File: src/hw/rtl/cle_pkg.sv
`timescale 1ns / 1ps

package cle_pkg;

    // Fixed field widths.
    localparam int BYTE_W = 8;
    localparam int CNT_W  = 6;

    // Result kinds.
    typedef enum logic [2:0] {
        KIND_ECHO      = 3'd0,
        KIND_ERASE     = 3'd1,
        KIND_LINE_BYTE = 3'd2,
        KIND_LINE_END  = 3'd3,
        KIND_BREAK     = 3'd4
    } kind_t;

    // Sequencer states.
    typedef enum logic [3:0] {
        S_IDLE,
        S_CHAR,
        S_BRK,
        S_CR,
        S_LF,
        S_RD,
        S_BYTE,
        S_END,
        S_ERASE,
        S_WRD,
        S_WEM
    } state_t;

    // Operations of the shared step unit.
    typedef enum logic {
        ALU_INC,
        ALU_DEC
    } alu_op_t;

    typedef struct packed {
        alu_op_t          op;
        logic [CNT_W-1:0] a;
        logic [CNT_W-1:0] b;
    } alu_req_t;

    typedef struct packed {
        logic [CNT_W-1:0] y;
        logic             eq_b;
        logic             zero;
    } alu_rsp_t;

    // Console control bytes.
    localparam logic [BYTE_W-1:0] CH_CR    = 8'h0D;
    localparam logic [BYTE_W-1:0] CH_LF    = 8'h0A;
    localparam logic [BYTE_W-1:0] CH_ETX   = 8'h03;
    localparam logic [BYTE_W-1:0] CH_NAK   = 8'h15;
    localparam logic [BYTE_W-1:0] CH_ETB   = 8'h17;
    localparam logic [BYTE_W-1:0] CH_BS    = 8'h08;
    localparam logic [BYTE_W-1:0] CH_DEL   = 8'h7F;
    localparam logic [BYTE_W-1:0] CH_BEL   = 8'h07;
    localparam logic [BYTE_W-1:0] CH_SPACE = 8'h20;

endpackage

File: src/hw/rtl/console_line_editor.sv
`timescale 1ns / 1ps

// Console line editor.
// The input channel (in_valid/in_ready/rx_byte) takes one received console byte
// per beat. The output channel (out_valid/out_ready) delivers result beats:
// kind, out_byte, line_length and last, where last marks the final beat caused
// by an input byte. A byte that causes no result (an erase on an empty line)
// is taken in its accepting cycle and leaves the input ready for the next byte.
// A taken byte is held in the sequencer, which loads its results into the
// output register whenever that register can take a new beat. For Enter, each
// stored byte is fetched through the single registered read port of the line
// store before it is sent. Word and line erase send one erase beat per removed
// character. One byte is handled at a time; in_ready is low until its last
// result has been loaded into the output register.
// Reset empties the line; the line store itself is not cleared, since only
// written entries are ever read back. When the receiver stalls, the output
// register holds its beat and the sequencer waits without losing work.
module console_line_editor #(
    parameter int LINE_BUFFER_SIZE = 32
) (
    input  logic                       clk,
    input  logic                       rst_n,
    input  logic                       in_valid,
    output logic                       in_ready,
    input  logic [cle_pkg::BYTE_W-1:0] rx_byte,
    output logic                       out_valid,
    input  logic                       out_ready,
    output logic [2:0]                 kind,
    output logic [cle_pkg::BYTE_W-1:0] out_byte,
    output logic [cle_pkg::CNT_W-1:0]  line_length,
    output logic                       last
);
    import cle_pkg::*;

    localparam int               AW        = $clog2(LINE_BUFFER_SIZE);
    localparam logic [CNT_W-1:0] MAX_CHARS = CNT_W'(LINE_BUFFER_SIZE - 2);

    state_t            state_reg, state_next;
    logic [CNT_W-1:0]  count_reg, count_next;
    logic [CNT_W-1:0]  idx_reg, idx_next;
    logic [BYTE_W-1:0] byte_reg, byte_next;

    logic              out_valid_reg, out_valid_next;
    kind_t             kind_reg, kind_next;
    logic [BYTE_W-1:0] out_byte_reg, out_byte_next;
    logic [CNT_W-1:0]  len_reg, len_next;
    logic              last_reg, last_next;

    logic              load_ok;
    logic              emit;
    kind_t             e_kind;
    logic [BYTE_W-1:0] e_byte;
    logic [CNT_W-1:0]  e_len;
    logic              e_last;

    logic              mem_we;
    logic [AW-1:0]     mem_waddr;
    logic [AW-1:0]     mem_raddr;
    logic [BYTE_W-1:0] mem_rdata;

    alu_req_t          alu_req;
    alu_rsp_t          alu_rsp;

    // Line store.
    cle_line_mem #(
        .DEPTH (LINE_BUFFER_SIZE)
    ) u_mem (
        .clk   (clk),
        .we    (mem_we),
        .waddr (mem_waddr),
        .wdata (byte_reg),
        .raddr (mem_raddr),
        .rdata (mem_rdata)
    );

    // Shared step unit for count and index updates.
    cle_step_alu u_alu (
        .req (alu_req),
        .rsp (alu_rsp)
    );

    // The output register can take a new beat when empty or being drained.
    assign load_ok  = !out_valid_reg || out_ready;
    assign in_ready = (state_reg == S_IDLE);

    // Sequencer: next state and result generation.
    always_comb
    begin
        state_next = state_reg;
        count_next = count_reg;
        idx_next   = idx_reg;
        byte_next  = byte_reg;
        emit       = 1'b0;
        e_kind     = KIND_ECHO;
        e_byte     = '0;
        e_len      = '0;
        e_last     = 1'b0;
        mem_we     = 1'b0;
        mem_waddr  = count_reg[AW-1:0];
        mem_raddr  = idx_reg[AW-1:0];
        alu_req    = '{op: ALU_INC, a: idx_reg, b: count_reg};

        unique case (state_reg)
            S_IDLE:
            begin
                if (in_valid)
                begin
                    byte_next = rx_byte;
                    unique case (rx_byte)
                        CH_CR, CH_LF:
                            state_next = S_CR;
                        CH_ETX:
                            state_next = S_BRK;
                        CH_NAK, CH_BS, CH_DEL:
                            state_next = (count_reg == '0) ? S_IDLE : S_ERASE;
                        CH_ETB:
                            state_next = (count_reg == '0) ? S_IDLE : S_WRD;
                        default:
                            state_next = S_CHAR;
                    endcase
                end
            end

            S_CHAR:
            begin
                alu_req = '{op: ALU_INC, a: count_reg, b: count_reg};
                if (load_ok)
                begin
                    emit       = 1'b1;
                    e_kind     = KIND_ECHO;
                    e_last     = 1'b1;
                    state_next = S_IDLE;
                    if (count_reg < MAX_CHARS)
                    begin
                        e_byte     = byte_reg;
                        mem_we     = 1'b1;
                        count_next = alu_rsp.y;
                    end
                    else
                    begin
                        e_byte = CH_BEL;
                    end
                end
            end

            S_BRK:
            begin
                if (load_ok)
                begin
                    emit       = 1'b1;
                    e_kind     = KIND_BREAK;
                    e_last     = 1'b1;
                    count_next = '0;
                    state_next = S_IDLE;
                end
            end

            S_CR:
            begin
                if (load_ok)
                begin
                    emit       = 1'b1;
                    e_byte     = CH_CR;
                    state_next = S_LF;
                end
            end

            S_LF:
            begin
                if (load_ok)
                begin
                    emit       = 1'b1;
                    e_byte     = CH_LF;
                    idx_next   = '0;
                    state_next = (count_reg == '0) ? S_END : S_RD;
                end
            end

            // Fetch the stored byte at the current index.
            S_RD:
            begin
                state_next = S_BYTE;
            end

            S_BYTE:
            begin
                if (load_ok)
                begin
                    emit       = 1'b1;
                    e_kind     = KIND_LINE_BYTE;
                    e_byte     = mem_rdata;
                    idx_next   = alu_rsp.y;
                    state_next = alu_rsp.eq_b ? S_END : S_RD;
                end
            end

            S_END:
            begin
                if (load_ok)
                begin
                    emit       = 1'b1;
                    e_kind     = KIND_LINE_END;
                    e_len      = count_reg;
                    e_last     = 1'b1;
                    count_next = '0;
                    state_next = S_IDLE;
                end
            end

            // Backspace removes one character; line erase repeats until empty.
            S_ERASE:
            begin
                alu_req = '{op: ALU_DEC, a: count_reg, b: count_reg};
                if (load_ok)
                begin
                    emit       = 1'b1;
                    e_kind     = KIND_ERASE;
                    count_next = alu_rsp.y;
                    e_last     = (byte_reg != CH_NAK) || alu_rsp.zero;
                    state_next = e_last ? S_IDLE : S_ERASE;
                end
            end

            // Word erase: read the character about to be removed.
            S_WRD:
            begin
                alu_req    = '{op: ALU_DEC, a: count_reg, b: count_reg};
                mem_raddr  = alu_rsp.y[AW-1:0];
                state_next = S_WEM;
            end

            // Stop after a space or when the line is empty.
            S_WEM:
            begin
                alu_req   = '{op: ALU_DEC, a: count_reg, b: count_reg};
                mem_raddr = alu_rsp.y[AW-1:0];
                if (load_ok)
                begin
                    emit       = 1'b1;
                    e_kind     = KIND_ERASE;
                    count_next = alu_rsp.y;
                    e_last     = alu_rsp.zero || (mem_rdata == CH_SPACE);
                    state_next = e_last ? S_IDLE : S_WRD;
                end
            end

            default:
            begin
                state_next = S_IDLE;
            end
        endcase
    end

    // Output register next values.
    always_comb
    begin
        out_valid_next = out_valid_reg;
        kind_next      = kind_reg;
        out_byte_next  = out_byte_reg;
        len_next       = len_reg;
        last_next      = last_reg;
        if (emit)
        begin
            out_valid_next = 1'b1;
            kind_next      = e_kind;
            out_byte_next  = e_byte;
            len_next       = e_len;
            last_next      = e_last;
        end
        else if (out_ready)
        begin
            out_valid_next = 1'b0;
        end
    end

    // Control registers.
    always_ff @(posedge clk or negedge rst_n)
    begin
        if (!rst_n)
        begin
            state_reg     <= S_IDLE;
            count_reg     <= '0;
            out_valid_reg <= 1'b0;
        end
        else
        begin
            state_reg     <= state_next;
            count_reg     <= count_next;
            out_valid_reg <= out_valid_next;
        end
    end

    // Payload registers.
    always_ff @(posedge clk)
    begin
        idx_reg      <= idx_next;
        byte_reg     <= byte_next;
        kind_reg     <= kind_next;
        out_byte_reg <= out_byte_next;
        len_reg      <= len_next;
        last_reg     <= last_next;
    end

    assign out_valid   = out_valid_reg;
    assign kind        = kind_reg;
    assign out_byte    = out_byte_reg;
    assign line_length = len_reg;
    assign last        = last_reg;

    // The line never grows past its limit.
    assert property (@(posedge clk) disable iff (!rst_n)
        count_reg <= MAX_CHARS)
        else $error("line count exceeds store limit");

    // Line end and break always close the answer to a byte.
    assert property (@(posedge clk) disable iff (!rst_n)
        out_valid && (kind == KIND_LINE_END || kind == KIND_BREAK) |-> last)
        else $error("line end or break not marked last");

    // Only a line end carries a length.
    assert property (@(posedge clk) disable iff (!rst_n)
        out_valid && kind != KIND_LINE_END |-> line_length == '0)
        else $error("length set on a beat other than line end");

    // After taking a byte that causes results, the editor is busy in the next cycle.
    assert property (@(posedge clk) disable iff (!rst_n)
        in_valid && in_ready && state_next != S_IDLE |=> !in_ready)
        else $error("editor not busy after taking a byte with results");

    // The line is empty right after a line end or break is loaded.
    assert property (@(posedge clk) disable iff (!rst_n)
        emit && (e_kind == KIND_LINE_END || e_kind == KIND_BREAK) |=> count_reg == '0)
        else $error("line not cleared after line end or break");

endmodule

File: src/hw/rtl/cle_step_alu.sv
`timescale 1ns / 1ps

module cle_step_alu (
    input  cle_pkg::alu_req_t req,
    output cle_pkg::alu_rsp_t rsp
);
    import cle_pkg::*;

    logic [CNT_W-1:0] y;

    // One incrementer/decrementer shared by the count and index steps.
    always_comb
    begin
        unique case (req.op)
            ALU_INC: y = req.a + CNT_W'(1);
            ALU_DEC: y = req.a - CNT_W'(1);
        endcase
    end

    // Flags for loop termination.
    assign rsp.y    = y;
    assign rsp.eq_b = (y == req.b);
    assign rsp.zero = (y == '0);

endmodule

File: src/hw/rtl/cle_line_mem.sv
`timescale 1ns / 1ps

module cle_line_mem #(
    parameter  int DEPTH = 32,
    localparam int AW    = $clog2(DEPTH)
) (
    input  logic                       clk,
    input  logic                       we,
    input  logic [AW-1:0]              waddr,
    input  logic [cle_pkg::BYTE_W-1:0] wdata,
    input  logic [AW-1:0]              raddr,
    output logic [cle_pkg::BYTE_W-1:0] rdata
);
    import cle_pkg::*;

    logic [BYTE_W-1:0] mem [DEPTH];
    logic [BYTE_W-1:0] rdata_reg;

    // Write port.
    always_ff @(posedge clk)
    begin
        if (we)
        begin
            mem[waddr] <= wdata;
        end
    end

    // Registered read port.
    always_ff @(posedge clk)
    begin
        rdata_reg <= mem[raddr];
    end

    assign rdata = rdata_reg;

endmodule
File: config.mk
export PLATFORM = sky130hd
export DESIGN_NAME = console_line_editor
export DESIGN_NICKNAME = d
export VERILOG_FILES = /design/src/hw/rtl/cle_pkg.sv /design/src/hw/rtl/console_line_editor.sv /design/src/hw/rtl/cle_step_alu.sv /design/src/hw/rtl/cle_line_mem.sv
export SDC_FILE = /design/constraint.sdc
export NUM_CORES = 1
export LEC_CHECK = 0
export BUFFER_PORTS_ARGS = -buffer_cell sky130_fd_sc_hd__buf_2
export CORE_MARGIN = 3
export CORE_UTILIZATION = 58
export CTS_BUF_LIST = sky130_fd_sc_hd__clkbuf_8
export DETAILED_ROUTE_END_ITERATION = 7
export GPL_ROUTABILITY_DRIVEN = 0
export PLACE_DENSITY = 0.8
export SYNTH_ARGS = -nofsm -noshare
export SYNTH_HDL_FRONTEND = slang
export SYNTH_HIERARCHICAL = 1
export SYNTH_SLANG_ARGS = --single-unit
File: constraint.sdc
create_clock -name clk -period 4.45 [get_ports clk]
set_clock_uncertainty 0.2 [all_clocks]
set_input_delay 0.6675 -clock clk [delete_from_list [all_inputs] [get_ports clk]]
set_output_delay 0.6675 -clock clk [all_outputs]
set_load 0.02 [all_outputs]
==> impl_metrics.toml <==
[timing]
slew_viol_final = 0
rsz0062_at_grt = "no"
setup_viol = 0
worst_slew_pin_slew_ps = 1250
timing.slew.headroom_pct = 16.9
hold_viol_final = 0
min_period_ps = 4310
tns_ps = 0
fin_hold_ws_ps = 119
fin_crit_sh_pct = 96.8
fmax_mhz = 232

[routing]
drt-total-wl_mm = 27.0
dr_total_vias = 6723
drc = 0
drt_first_pass_iters = 5
ant_nets = 0
drtIter0Drc = 683
wl_per_cell_um = 25.8
vias_per_cell = 6.41

[synthesis]
synthArstFlopShare_pct = 3.58
avgSynthCellArea_um2 = 19.1
synth_cells = 664
syn_nets = 682
synthFlopType = "edfxtp_1"
synth-edff-count = 288
synth-seq-cells = 307
seq_area_frac_synth_pct = 71.8
synth.distinct_cells = 62
syn_area_mm2 = 0.0127
yosys_warnings = 6

[global_route]
grt_usage_pct = 23.3
antenna_found_initial = 1
grt_first_pass_wirelength_mm = 41.3
grt_pass1_vias = 6842
grt_max_degree = 49
gr-total-overflow = 0

[cells_and_area]
n_antenna_cell = 0
largest_register_ffs = 256
final_nets = 754
final_common_cell = "edfxtp_1"
syn_to_final_growth_pct = 11.5
multiInputGateArea_mm2 = 0.00341
mostFrequentLayoutCells = "edfxtp_1, mux4_2, clkbuf_8"
fillers = 1355
regArea_mm2 = 0.00908
regMostFlops = "u_mem/mem"
drive_gt1_share_pct = 30.2

[critical_path]
cp-startpoint = "state_reg[0]"
path_cells = "nand2b_1 > a21oi_2 > mux2_2 > fa_1 > xnor2_1 > inv_1 > mux2_2 > buf_4 > mux4_2 > mux4_2 > mux2_2"
ff2ff_setup_slack_ps = 140
r2r-start = "state_reg[0]"
arrival_ps = 4550
cpMostUsedCell = "mux2_2"
end_kind = "flip-flop"
ff2ff_path_depth = 11
cp_top_family = "multiplexers"
cp_slowest_cell = "mux4_2"
path_buf_inv = 2
required_ps = 4700
worstSetupPathType = "flip-flop to flip-flop"
reg2reg_to = "u_mem/rdata[4]"
path_max_fanout = 16
start_kind = "flip-flop"
slowest_delay_ps = 520

[clock_tree]
clk_pin_slew_ps = 60
cts_tree = "built"
cts_made_buffers = 47
ctsRootBufferMaster = "clkbuf_8"
clock_sinks = 307
post-cts-setup-buffers = 0
h-tree-depth = 2
clockBufferDepth = 3
worstSkewPairLatency_ps = 570

[die]
dieArea_mm2 = 0.0236
pin_count = 32
die_y_um = 154
coreArea_mm2 = 0.0212
row_count = 53
die_x_um = 154
start_util_pct = 59.6

[pwr]
irDropWorstVdd_mv = 0.406
power_per_cell_area_mw_per_mm2 = 569
leakage_nw = 4.71

[worst_hold_path]
min_to = "byte_reg[7]"
worstHoldStart = "rx_byte[7]"
whs_path_depth = 1
hold_path_class = "input port to flip-flop"

[job]
max-cap-violations = 0

[placed_design]
hpwlAfterDp_mm = 16.9
portBuffers = 31

[status]
status = "finished clean"
==> cell type report <==
cell class,count,share of cell area (%)
Tap cell,275,2.44
Multi-Input combinational cell,324,24.2
Inverter,3,0.0798
Timing Repair Buffer,53,2.46
Clock buffer,52,5.07
Sequential cell,307,64.4
Clock inverter,35,1.40
==> per-layer routing <==
layer / vias up / global-route usage, % / share of wire (%)
met4: 2 / 7.82 / 2.3
met2: 377 / 37.0 / 50
met5: - / 0 / 0.074
met3: 58 / 5.21 / 8.6
li1: 2851 / - / -
met1: 3435 / 32.7 / 39
==> how the worst max path moves through the flow <==
stage                                end  slack [ps]  depth (start not counted)
after floorplan           u_mem/rdata[0]         210                         12
after global placement    u_mem/rdata[2]         240                         11
after detailed placement  u_mem/rdata[0]         130                         11
after CTS                 u_mem/rdata[3]         100                         11
after global routing      u_mem/rdata[3]          40                         11
final                     u_mem/rdata[4]         140                         11
==> report_power, final <==
group | internal (mW) | switching (mW) | total, mW | leakage, nW
combinational | 0.819 | 1.27 | 2.09 | 1.38
sequential | 3.57 | 0.161 | 3.74 | 2.81
clock | 1.15 | 1.06 | 2.21 | 0.521
total | 5.54 | 2.49 | 8.03 | 4.71
==> synthesized netlist by cell type (all sizes together) (3+ instances only) <==
cell type    n  share of area, %
a21o         3              0.18
a21oi       14              0.58
a22o         4              0.28
and2        14              0.69
buf         19              0.92
clkbuf      11              0.33
dfrtp       11               2.2
dfxtp        8               1.3
edfxtp     288                68
ha           5              0.49
inv          3             0.089
mux2        19               1.7
mux4        80                14
nand2       23              0.68
nand2b       9              0.44
nand3        4              0.16
nand3b       7              0.42
nor2        53               1.6
nor3         5              0.24
nor4         7              0.56
nor4b        3              0.21
o21ai       21              0.83
or3b         3              0.21
xnor2       10              0.69
xor2         4              0.34
==> stage by stage <==
| stage | cell area, um^2 | std cells | power [mW] | worst slack, ps | util, % |
|---|---|---|---|---|---|
| after floorplan | 12700 | 664 | 5.19 | 213 | - |
| after global placement | 13200 | 961 | 5.78 | 241 | 62.1 |
| after detailed placement | 13200 | 961 | 5.86 | 126 | 62.1 |
| after CTS | 14100 | 1049 | 8.06 | 103 | 66.5 |
| after global routing | 14100 | 1049 | 8.39 | 40.9 | 66.5 |
| final | 14100 | 1049 | 8.03 | 144 | 66.5 |
==> what timing repair did <==
action                                 CTS  global route
gates resized for setup                  0             1
endpoints found under the hold margin   11             0
setup endpoints to repair                0             9
hold buffers                             1             0
==> kinds of logic (layout without fill, tap and decap cells) <==
| kind of cell | after synthesis | after routing | share of synthesized area, % |
|---|---|---|---|
| AOI/OAI and AO/OA | 59 | 59 | 3.03 |
| xor gates and xnor gates | 14 | 14 | 1.03 |
| adders and majority gates | 6 | 6 | 0.653 |
| buffers and inverters | 33 | 143 | 1.33 |
| DFF | 307 | 307 | 71.8 |
| muxes | 99 | 99 | 15.9 |
| and+or+nand+nor | 146 | 146 | 6.26 |
No activity file was read; power rests on OpenSTA's default activity.
